### config.mk
export PLATFORM = sky130hd
export DESIGN_NAME = calendar_date_adder
export DESIGN_NICKNAME = d
export VERILOG_FILES = /design/src/rtl/cdadd_pkg.sv /design/src/rtl/cdadd_div.sv /design/src/rtl/calendar_date_adder.sv
export SDC_FILE = /design/constraint.sdc
export NUM_CORES = 2
export LEC_CHECK = 0
export BUFFER_PORTS_ARGS = -buffer_cell sky130_fd_sc_hd__buf_4
export CAP_MARGIN = 5
export CORE_MARGIN = 2
export CORE_UTILIZATION = 45
export CTS_CLUSTER_DIAMETER = 60
export DETAILED_ROUTE_END_ITERATION = 10
export HOLD_SLACK_MARGIN = 0.15
export PLACE_DENSITY = 0.62
export SETUP_SLACK_MARGIN = 0.5
export SYNTH_ARGS = -nofsm -noshare
export SYNTH_HDL_FRONTEND = slang
export SYNTH_SLANG_ARGS = --single-unit
### constraint.sdc
create_clock -name clk -period 12.6 [get_ports clk]
set_input_delay 0.63 -clock clk [delete_from_list [all_inputs] [get_ports clk]]
set_output_delay 0.63 -clock clk [all_outputs]
set_load 0.02 [all_outputs]
### src/rtl/cdadd_pkg.sv
`timescale 1ns / 1ps

package cdadd_pkg;

  localparam int MAX_YEAR = 9999;
  localparam int MIN_YEAR = 1900;

  // Divider operand widths: dividends stay below 2^16, divisors stay at or below 100.
  localparam int DW    = 17;
  localparam int RW    = 7;
  localparam int QW    = 10;

  // Reciprocals are scaled by 2^RCP_SHIFT and rounded up. The quotient is exact for
  // every dividend below 2^DW.
  localparam int RCP_SHIFT = 24;
  localparam int RCP_W     = 22;
  localparam int PW        = DW + RCP_W;

  localparam logic [1:0] KIND_DAYS   = 2'd0;
  localparam logic [1:0] KIND_MONTHS = 2'd1;
  localparam logic [1:0] KIND_YEARS  = 2'd2;

  localparam logic [RW-1:0] DIV_CENTURY = RW'(100);
  localparam logic [RW-1:0] DIV_MONTHS  = RW'(12);
  localparam logic [RW-1:0] DIV_WEEK    = RW'(7);

  localparam logic [RCP_W-1:0] RCP_CENTURY = RCP_W'(167773);
  localparam logic [RCP_W-1:0] RCP_MONTHS  = RCP_W'(1398102);
  localparam logic [RCP_W-1:0] RCP_WEEK    = RCP_W'(2396746);

  localparam logic [3:0] MONTH_JAN = 4'd1;
  localparam logic [3:0] MONTH_FEB = 4'd2;
  localparam logic [3:0] MONTH_MAR = 4'd3;
  localparam logic [3:0] MONTH_DEC = 4'd12;

  localparam logic [RW-1:0] CENT_LAST = RW'(99);

  // The weekday sum is lifted by a multiple of seven so that it never goes negative;
  // the extra five is the constant term of the rule.
  localparam int WEEK_BIAS = 7 * ((2 * (MAX_YEAR / 100)) / 7 + 1) + 5;

  typedef struct packed {
    logic          start;
    logic [DW-1:0] dividend;
    logic [RW-1:0] divisor;
  } div_req_t;

  typedef struct packed {
    logic          done;
    logic [DW-1:0] quo;
    logic [RW-1:0] rem;
  } div_rsp_t;

  function automatic logic [RCP_W-1:0] recip(input logic [RW-1:0] dvs);
    logic [RCP_W-1:0] v;
    case (dvs)
      DIV_CENTURY: v = RCP_CENTURY;
      DIV_MONTHS:  v = RCP_MONTHS;
      DIV_WEEK:    v = RCP_WEEK;
      default:     v = '0;
    endcase
    return v;
  endfunction

  // The year is given as its quotient and remainder by 100.
  function automatic logic is_leap(input logic [QW-1:0] q, input logic [RW-1:0] r);
    return (r[1:0] == 2'd0) && ((r != '0) || (q[1:0] == 2'd0));
  endfunction

  function automatic logic [4:0] month_len(input logic [3:0] m, input logic leap);
    logic [4:0] len;
    case (m)
      4'd4, 4'd6, 4'd9, 4'd11:                 len = 5'd30;
      4'd2:                                    len = leap ? 5'd29 : 5'd28;
      4'd1, 4'd3, 4'd5, 4'd7, 4'd8, 4'd10, 4'd12: len = 5'd31;
      default:                                 len = 5'd0;
    endcase
    return len;
  endfunction

  function automatic logic date_ok(input logic signed [DW-1:0] d, input logic [3:0] m,
                                   input logic signed [DW-1:0] y, input logic leap);
    logic [4:0] len;
    len = month_len(m, leap);
    return (y >= MIN_YEAR) && (y <= MAX_YEAR) && (m >= MONTH_JAN) && (m <= MONTH_DEC) &&
           (d >= 1) && (d <= $signed(DW'(len)));
  endfunction

  // Month term of the weekday rule, (13 * (m + 1)) / 5, with March as 3 and February as 14.
  function automatic logic [5:0] zeller_term(input logic [3:0] mm);
    logic [5:0] v;
    case (mm)
      4'd3:    v = 6'd10;
      4'd4:    v = 6'd13;
      4'd5:    v = 6'd15;
      4'd6:    v = 6'd18;
      4'd7:    v = 6'd20;
      4'd8:    v = 6'd23;
      4'd9:    v = 6'd26;
      4'd10:   v = 6'd28;
      4'd11:   v = 6'd31;
      4'd12:   v = 6'd33;
      4'd13:   v = 6'd36;
      4'd14:   v = 6'd39;
      default: v = 6'd0;
    endcase
    return v;
  endfunction

endpackage

### src/rtl/cdadd_div.sv
`timescale 1ns / 1ps

module cdadd_div (
  input  logic                clk,
  input  logic                rst,
  input  cdadd_pkg::div_req_t req,
  output cdadd_pkg::div_rsp_t rsp
);

  logic                                busy1;
  logic                                busy2;
  logic                                done;
  logic [cdadd_pkg::DW-1:0]            num;
  logic [cdadd_pkg::RW-1:0]            dvs;
  logic [cdadd_pkg::RCP_W-1:0]         rcp;
  logic [cdadd_pkg::PW-1:0]            prod;
  logic [cdadd_pkg::DW-1:0]            quo_c;
  logic [cdadd_pkg::DW+cdadd_pkg::RW-1:0] back;
  logic [cdadd_pkg::DW-1:0]            left;
  logic [cdadd_pkg::DW-1:0]            quo;
  logic [cdadd_pkg::RW-1:0]            rem;

  assign quo_c = cdadd_pkg::DW'(prod[cdadd_pkg::PW-1:cdadd_pkg::RCP_SHIFT]);
  assign back  = quo_c * dvs;
  assign left  = num - back[cdadd_pkg::DW-1:0];

  always_ff @(posedge clk) begin
    if (rst) begin
      busy1 <= 1'b0;
      busy2 <= 1'b0;
      done  <= 1'b0;
    end else begin
      busy1 <= req.start;
      busy2 <= busy1;
      done  <= busy2;
    end
  end

  always_ff @(posedge clk) begin
    if (req.start) begin
      num <= req.dividend;
      dvs <= req.divisor;
      rcp <= cdadd_pkg::recip(req.divisor);
    end
    if (busy1) begin
      prod <= num * rcp;
    end
    if (busy2) begin
      quo <= quo_c;
      rem <= left[cdadd_pkg::RW-1:0];
    end
  end

  assign rsp.done = done;
  assign rsp.quo  = quo;
  assign rsp.rem  = rem;

endmodule

### src/rtl/calendar_date_adder.sv
`timescale 1ns / 1ps

// Gregorian date adder. An input word carries a date, an operation kind and a signed
// amount; the output word carries the resulting date, an ok flag and the weekday
// (0 is Monday). A rejected operation returns the original date with ok low.
// Both channels use valid and stall; a word moves when valid is high and stall low.
// The block takes one word at a time: in_stall is high from acceptance until the
// result has been loaded into the output register. The result then waits there
// while a new input word may already be accepted.
// All divisions (by 100, 12 or 7) go through one shared reciprocal-multiply divider,
// which registers its operands, then their product, then the quotient and remainder.
// Day addition steps through the months one boundary at a time, so its time grows
// with the number of month boundaries crossed. With no stall, the next word is
// accepted in the cycle after the result is loaded.
// When the receiver stalls, the result stays in the output register and the block
// finishes at most one more word before it waits for the register to drain.
// Reset returns the sequencer to idle and drops out_valid.
module calendar_date_adder (
  input  logic        clk,
  input  logic        rst,
  input  logic        in_valid,
  output logic        in_stall,
  input  logic [1:0]  kind,
  input  logic [4:0]  day,
  input  logic [3:0]  month,
  input  logic [13:0] year,
  input  logic signed [15:0] amount,
  output logic        out_valid,
  input  logic        out_stall,
  output logic [4:0]  new_day,
  output logic [3:0]  new_month,
  output logic [13:0] new_year,
  output logic        ok,
  output logic [2:0]  weekday
);

  localparam int DW = cdadd_pkg::DW;
  localparam int QW = cdadd_pkg::QW;
  localparam int RW = cdadd_pkg::RW;

  typedef enum logic [10:0] {
    S_IDLE  = 11'b00000000001,
    S_DIVY0 = 11'b00000000010,
    S_CHECK = 11'b00000000100,
    S_WALK  = 11'b00000001000,
    S_DIVT  = 11'b00000010000,
    S_YCHK  = 11'b00000100000,
    S_DIVY  = 11'b00001000000,
    S_FINAL = 11'b00010000000,
    S_WDAY  = 11'b00100000000,
    S_DIVW  = 11'b01000000000,
    S_EMIT  = 11'b10000000000
  } state_t;

  state_t state, state_next;

  cdadd_pkg::div_req_t div_req;
  cdadd_pkg::div_rsp_t div_rsp;

  logic [1:0]              kind_r;
  logic [4:0]              d0;
  logic [3:0]              m0;
  logic [13:0]             y0;
  logic signed [15:0]      amt;
  logic [QW-1:0]           q0;
  logic [RW-1:0]           r0;
  logic signed [DW-1:0]    acc;
  logic [3:0]              wm;
  logic signed [DW-1:0]    wy;
  logic [QW-1:0]           wq;
  logic [RW-1:0]           wr;
  logic                    tneg;
  logic [4:0]              rd;
  logic [3:0]              rm;
  logic [13:0]             ry;
  logic [QW-1:0]           rq;
  logic [RW-1:0]           rr;
  logic                    ok_r;
  logic [2:0]              wd_r;

  logic                    out_free;
  logic                    in_ok;
  logic signed [DW-1:0]    day_sum;
  logic signed [DW-1:0]    y_sum;
  logic signed [DW-1:0]    tval;
  logic [DW-1:0]           t_mag;
  logic                    y_in_range;
  logic                    leap_c;
  logic [4:0]              len_c;
  logic [RW-1:0]           ny_r;
  logic [QW-1:0]           ny_q;
  logic [RW-1:0]           py_r;
  logic [QW-1:0]           py_q;
  logic [3:0]              pm;
  logic [4:0]              plen;
  logic                    walk_step;
  logic                    fin_ok;
  logic                    wk_early;
  logic [3:0]              wk_m;
  logic [RW-1:0]           wk_k;
  logic [QW-1:0]           wk_j;
  logic [DW-1:0]           f_sum;

  cdadd_div u_div (
    .clk (clk),
    .rst (rst),
    .req (div_req),
    .rsp (div_rsp)
  );

  assign in_stall = (state != S_IDLE);
  assign out_free = !out_valid || !out_stall;

  assign in_ok   = cdadd_pkg::date_ok($signed(DW'(d0)), m0, $signed(DW'(y0)),
                                      cdadd_pkg::is_leap(q0, r0));
  assign day_sum = $signed(DW'(d0)) + DW'(amt);
  assign y_sum   = $signed(DW'(y0)) + DW'(amt);
  assign tval    = $signed(DW'(m0)) - DW'(1) + DW'(amt);
  assign t_mag   = tval[DW-1] ? DW'(-tval) : DW'(tval);

  assign y_in_range = (wy >= cdadd_pkg::MIN_YEAR) && (wy <= cdadd_pkg::MAX_YEAR);

  assign leap_c = cdadd_pkg::is_leap(wq, wr);
  assign len_c  = cdadd_pkg::month_len(wm, leap_c);
  assign ny_r   = (wr == cdadd_pkg::CENT_LAST) ? '0 : wr + 1'b1;
  assign ny_q   = (wr == cdadd_pkg::CENT_LAST) ? wq + 1'b1 : wq;
  assign py_r   = (wr == '0) ? cdadd_pkg::CENT_LAST : wr - 1'b1;
  assign py_q   = (wr == '0) ? wq - 1'b1 : wq;
  assign pm     = (wm == cdadd_pkg::MONTH_JAN) ? cdadd_pkg::MONTH_DEC : wm - 1'b1;
  assign plen   = cdadd_pkg::month_len(pm, (wm == cdadd_pkg::MONTH_JAN) ?
                                       cdadd_pkg::is_leap(py_q, py_r) : leap_c);

  assign walk_step = amt[15] ? (acc <= 0) : (acc > $signed(DW'(len_c)));

  assign fin_ok = cdadd_pkg::date_ok(acc, wm, wy, leap_c);

  assign wk_early = (rm < cdadd_pkg::MONTH_MAR);
  assign wk_m     = wk_early ? rm + 4'(cdadd_pkg::MONTH_DEC) : rm;
  assign wk_k     = wk_early ? ((rr == '0) ? cdadd_pkg::CENT_LAST : rr - 1'b1) : rr;
  assign wk_j     = (wk_early && (rr == '0)) ? rq - 1'b1 : rq;
  assign f_sum    = DW'(cdadd_pkg::WEEK_BIAS) + DW'(rd) + DW'(cdadd_pkg::zeller_term(wk_m)) +
                    DW'(wk_k) + DW'(wk_k[RW-1:2]) + DW'(wk_j[QW-1:2]) - DW'({wk_j, 1'b0});

  always_comb begin
    div_req.start    = 1'b0;
    div_req.dividend = DW'(y0);
    div_req.divisor  = cdadd_pkg::DIV_CENTURY;
    case (state)
      S_IDLE: begin
        div_req.start    = in_valid;
        div_req.dividend = DW'(year);
      end
      S_CHECK: begin
        div_req.start    = in_ok && (kind_r == cdadd_pkg::KIND_MONTHS);
        div_req.dividend = t_mag;
        div_req.divisor  = cdadd_pkg::DIV_MONTHS;
      end
      S_YCHK: begin
        div_req.start    = y_in_range;
        div_req.dividend = DW'(wy);
      end
      S_WDAY: begin
        div_req.start    = 1'b1;
        div_req.dividend = f_sum;
        div_req.divisor  = cdadd_pkg::DIV_WEEK;
      end
      default: begin
      end
    endcase
  end

  always_comb begin
    state_next = state;
    case (state)
      S_IDLE: begin
        if (in_valid) state_next = S_DIVY0;
      end
      S_DIVY0: begin
        if (div_rsp.done) state_next = S_CHECK;
      end
      S_CHECK: begin
        if (!in_ok) begin
          state_next = S_EMIT;
        end else begin
          case (kind_r)
            cdadd_pkg::KIND_DAYS:   state_next = S_WALK;
            cdadd_pkg::KIND_MONTHS: state_next = S_DIVT;
            cdadd_pkg::KIND_YEARS:  state_next = S_YCHK;
            default:                state_next = S_WDAY;
          endcase
        end
      end
      S_WALK: begin
        if (!walk_step) state_next = S_FINAL;
      end
      S_DIVT: begin
        if (div_rsp.done) state_next = S_YCHK;
      end
      S_YCHK: begin
        state_next = y_in_range ? S_DIVY : S_FINAL;
      end
      S_DIVY: begin
        if (div_rsp.done) state_next = S_FINAL;
      end
      S_FINAL: begin
        state_next = S_WDAY;
      end
      S_WDAY: begin
        state_next = S_DIVW;
      end
      S_DIVW: begin
        if (div_rsp.done) state_next = S_EMIT;
      end
      S_EMIT: begin
        if (out_free) state_next = S_IDLE;
      end
      default: begin
        state_next = S_IDLE;
      end
    endcase
  end

  always_ff @(posedge clk) begin
    if (rst) begin
      state     <= S_IDLE;
      out_valid <= 1'b0;
    end else begin
      state <= state_next;
      if ((state == S_EMIT) && out_free) begin
        out_valid <= 1'b1;
      end else if (!out_stall) begin
        out_valid <= 1'b0;
      end
    end
  end

  always_ff @(posedge clk) begin
    case (state)
      S_IDLE: begin
        if (in_valid) begin
          kind_r <= kind;
          d0     <= day;
          m0     <= month;
          y0     <= year;
          amt    <= amount;
        end
      end
      S_DIVY0: begin
        if (div_rsp.done) begin
          q0 <= div_rsp.quo[QW-1:0];
          r0 <= div_rsp.rem;
        end
      end
      S_CHECK: begin
        acc  <= (kind_r == cdadd_pkg::KIND_DAYS) ? day_sum : $signed(DW'(d0));
        wm   <= m0;
        wy   <= (kind_r == cdadd_pkg::KIND_YEARS) ? y_sum : $signed(DW'(y0));
        wq   <= q0;
        wr   <= r0;
        tneg <= tval[DW-1];
        rd   <= d0;
        rm   <= m0;
        ry   <= y0;
        rq   <= q0;
        rr   <= r0;
        ok_r <= 1'b0;
        wd_r <= '0;
      end
      S_WALK: begin
        if (walk_step) begin
          if (!amt[15]) begin
            acc <= acc - $signed(DW'(len_c));
            if (wm == cdadd_pkg::MONTH_DEC) begin
              wm <= cdadd_pkg::MONTH_JAN;
              wy <= wy + DW'(1);
              wq <= ny_q;
              wr <= ny_r;
            end else begin
              wm <= wm + 1'b1;
            end
          end else begin
            acc <= acc + $signed(DW'(plen));
            wm  <= pm;
            if (wm == cdadd_pkg::MONTH_JAN) begin
              wy <= wy - DW'(1);
              wq <= py_q;
              wr <= py_r;
            end
          end
        end
      end
      S_DIVT: begin
        if (div_rsp.done) begin
          if (!tneg) begin
            wy <= $signed(DW'(y0)) + $signed(div_rsp.quo);
            wm <= div_rsp.rem[3:0] + 1'b1;
          end else if (div_rsp.rem == '0) begin
            wy <= $signed(DW'(y0)) - $signed(div_rsp.quo);
            wm <= cdadd_pkg::MONTH_JAN;
          end else begin
            wy <= $signed(DW'(y0)) - $signed(div_rsp.quo) - DW'(1);
            wm <= cdadd_pkg::MONTH_DEC + 1'b1 - div_rsp.rem[3:0];
          end
        end
      end
      S_DIVY: begin
        if (div_rsp.done) begin
          wq <= div_rsp.quo[QW-1:0];
          wr <= div_rsp.rem;
        end
      end
      S_FINAL: begin
        if (fin_ok) begin
          rd   <= acc[4:0];
          rm   <= wm;
          ry   <= wy[13:0];
          rq   <= wq;
          rr   <= wr;
          ok_r <= 1'b1;
        end
      end
      S_DIVW: begin
        if (div_rsp.done) begin
          wd_r <= div_rsp.rem[2:0];
        end
      end
      S_EMIT: begin
        if (out_free) begin
          new_day   <= rd;
          new_month <= rm;
          new_year  <= ry;
          ok        <= ok_r;
          weekday   <= wd_r;
        end
      end
      default: begin
      end
    endcase
  end

  a_accept_starts_split: assert property (@(posedge clk) disable iff (rst)
    (state == S_IDLE && in_valid) |=> (state == S_DIVY0))
    else $error("accepted word did not start the year split");

  a_done_when_waiting: assert property (@(posedge clk) disable iff (rst)
    div_rsp.done |-> (state == S_DIVY0 || state == S_DIVT || state == S_DIVY ||
                      state == S_DIVW))
    else $error("divider finished while the sequencer was not waiting for it");

  a_ok_year_range: assert property (@(posedge clk) disable iff (rst)
    (out_valid && ok) |-> (new_year >= 14'(cdadd_pkg::MIN_YEAR) &&
                           new_year <= 14'(cdadd_pkg::MAX_YEAR)))
    else $error("accepted result has a year outside the valid range");

  a_weekday_range: assert property (@(posedge clk) disable iff (rst)
    out_valid |-> (weekday <= 3'd6))
    else $error("weekday out of range");

endmodule

==> run metrics <==
Setup crit start=u_div.rcp[17]; reg2reg start=u_div.rcp[17]; max cap viols=0; postcts setup bufs=0; core area=64100 um^2; vias in the first global route=22400; yosys warns=0; dpl hpwl=between 60 and 70 mm; startpoint class of the critical path=flip-flop; Yosys cell types=81; Final Instance Area=about 32000 um^2; Max clock buf depth=3; register area share after synthesis=26.7%; number of synthesized flops with an enable pin=approximately 250; clock latency on the worst-skew pair=0.56 ns; Critical Path RT=between 10 and 15 ns; Rows=93; crit end category=flip-flop; critical path class=flip-flop to flip-flop; Slew @ Worst Pin=1.28 ns; clock slew at reported path FFs=0.06 ns; syn_nets=approximately 3600; Mapped Cells=3001; CTS H-tree depth=2; FF-to-FF path depth=22; gr usage total=a little over a quarter; Synth Register Bits=roughly 260; Worst Skew=~0.018 ns; CP arrival=about 7.5 ns; Iter 0 DRT Violations=2061; post_cts resized=0; Hold Startpoint=day[2]; max frequency=~140 MHz; number of buffers created by CTS=38; Slew headroom=12.5%; Setup-failing EPs final=0; Die Y=about 260 um; RSZ-0062 raised after global routing=no; vias post-DR=~22000; Crit Path Max Fanout=20; hold_ws=0.245 ns; Die W=258 um; largest net degree at the start of global routing=58; Root Buffer=clkbuf_16; Initial Utilization=45.2%; number of antenna violations at the first check in global routing=0; first-pass GRT wire length=133 mm; DR pass1 iterations=6; Placement Cell Area=~31000 um^2; Final Hold Viols=0; ys async rst share=0%; post-route ant nets=0; drt via density=between 5 and 6; Hold WC Path Type=primary input to flip-flop; IO Pins=74; Post-Synthesis Cell Area=29000 um^2; Tmin final=7.17 ns; top_reg_cell synth=edfxtp_1; CTS Sinks=263; max-slew violation count=0; drt drc=0; ant diodes=0; layout cell share with drive strength beyond 1=under 10%; Hold Path Depth=1; DRT Wirelength=85.3 mm; status=complete, no violations; Net count, final=between 3000 and 4000; die area=66500 um^2; I/O Buffers=73; Tcrit/Tclk final=56.9%; CTS hold repair buffers=0; average wire per standard cell=21.6 um; global route overflow=0; setup TNS=0 ns; GPL Wtd Cong=0.960; Syn-to-layout area delta=9.71%; CTS tree=done; Syn Area/Cell=between 9 and 10 um^2; fillers=between 5000 and 6000
[per-stage QoR]
step	util (%)	worst slack [ns]	cells
floorplan	-	6.12	3001
global placement	47.6	5.60	3874
detailed placement	47.6	5.43	3874
CTS	49.6	5.38	3944
global route	49.6	5.04	3944
finish	49.6	5.43	3944
[path summary, 6_finish.rpt]
check | slack [ns] | endpoint
worst max register to register | 5.43 | u_div.prod[38]
worst max-delay path | 5.43 | u_div.prod[38]
worst min-delay path | 0.24 | d0[2]
worst min register to register | 0.41 | u_div.quo[12]
[cell type report]
class                   count  area [um^2]  share of cell area [%]
clock buffers              43         1000                    3.14
clock inverters            27          327                    1.03
inverters                 523         1960                    6.17
multi-input cells        2140        19000                    59.8
flip-flops and latches    263         7750                    24.3
well taps                 855         1070                    3.36
repair buffers             93          698                    2.19
[critical path, stage by stage, from the launching register on]
cell and delay [ns]:
edfxtp_1 0.83, nand2_1 0.29, fa_1 0.57, inv_1 0.05
fa_1 0.55, inv_1 0.09, fa_1 0.52, inv_1 0.06
fa_1 0.47, fa_1 0.55, inv_1 0.06, fa_1 0.54
inv_1 0.04, ha_1 0.31, a21o_1 0.17, a21o_1 0.18
a2111oi_0 0.39, o21ai_0 0.15, a41o_1 0.32, nand3_1 0.12
a21boi_0 0.17, o41ai_1 0.34, xnor2_1 0.11
[flip-flops by register name (all words and copies together) (netlist names), 5 cells and up]
register,count
u_div.rem,7
wr,7
acc,17
amt,16
rd,5
ry,14
rq,10
y0,14
rr,7
r0,7
state,11
u_div.quo,15
u_div.rcp,7
wy,17
u_div.prod,15
u_div.num,17
d0,5
wq,10
q0,10
new_year,14
new_day,5
[cells in the mapped netlist (36+ instances only)]
master / instances / share of area [%]
clkbuf_1: 56 / 0.72
xor2_1: 72 / 2.2
nand3_1: 45 / 0.78
nor2_1: 165 / 2.1
nand2_1: 206 / 2.7
nor3_1: 53 / 0.91
inv_1: 519 / 6.7
ha_1: 335 / 14
and2_1: 85 / 1.8
o21ai_0: 149 / 2.6
a21oi_1: 128 / 2.2
xnor2_1: 118 / 3.6
mux2_2: 36 / 1.4
fa_1: 264 / 18
edfxtp_1: 248 / 26
[layer usage]
layer | GRT usage, % | part of all wire [%] | routed length (um) | vias up
li1 | - | - | - | 10400
met4 | 7.40 | 2.8 | 2430 | 0
met1 | 38.7 | 48 | 40600 | 11100
met3 | 2.97 | 5.6 | 4750 | 119
met2 | 40.4 | 44 | 37500 | 681
met5 | 0 | 0 | 0 | -
[cells by family (layout without fill, tap and decap cells)]
group / Yosys count / count (layout) / share of synthesized area [%]
simple gates: 722 / 722 / 12.3
fa+ha+maj: 599 / 599 / 32.7
buf+inv: 598 / 686 / 7.79
compound gates: 583 / 583 / 13.1
flops: 263 / 263 / 26.7
xor+xnor: 190 / 190 / 5.74
mux: 46 / 46 / 1.74
[placed cells by master, fill, tap and decap left out, types with 20 or more instances in the layout]
cell       instances
inv_1            518
ha_1             335
fa_1             264
edfxtp_1         248
nand2_1          205
nor2_1           164
o21ai_0          149
a21oi_1          127
xnor2_1          118
buf_4             93
and2_1            85
xor2_1            72
nor3_1            52
nand3_1           45
clkbuf_16         39
mux2_2            36
a22oi_1           31
a21o_1            30
o21a_1            24
nor2b_1           24
o22ai_1           23
a31oi_1           23
and3_1            21
o211ai_1          21
nand2b_1          20
Power is not shown: default switching activity piles up to over one toggle a cycle in this logic, so the estimate is an artifact.
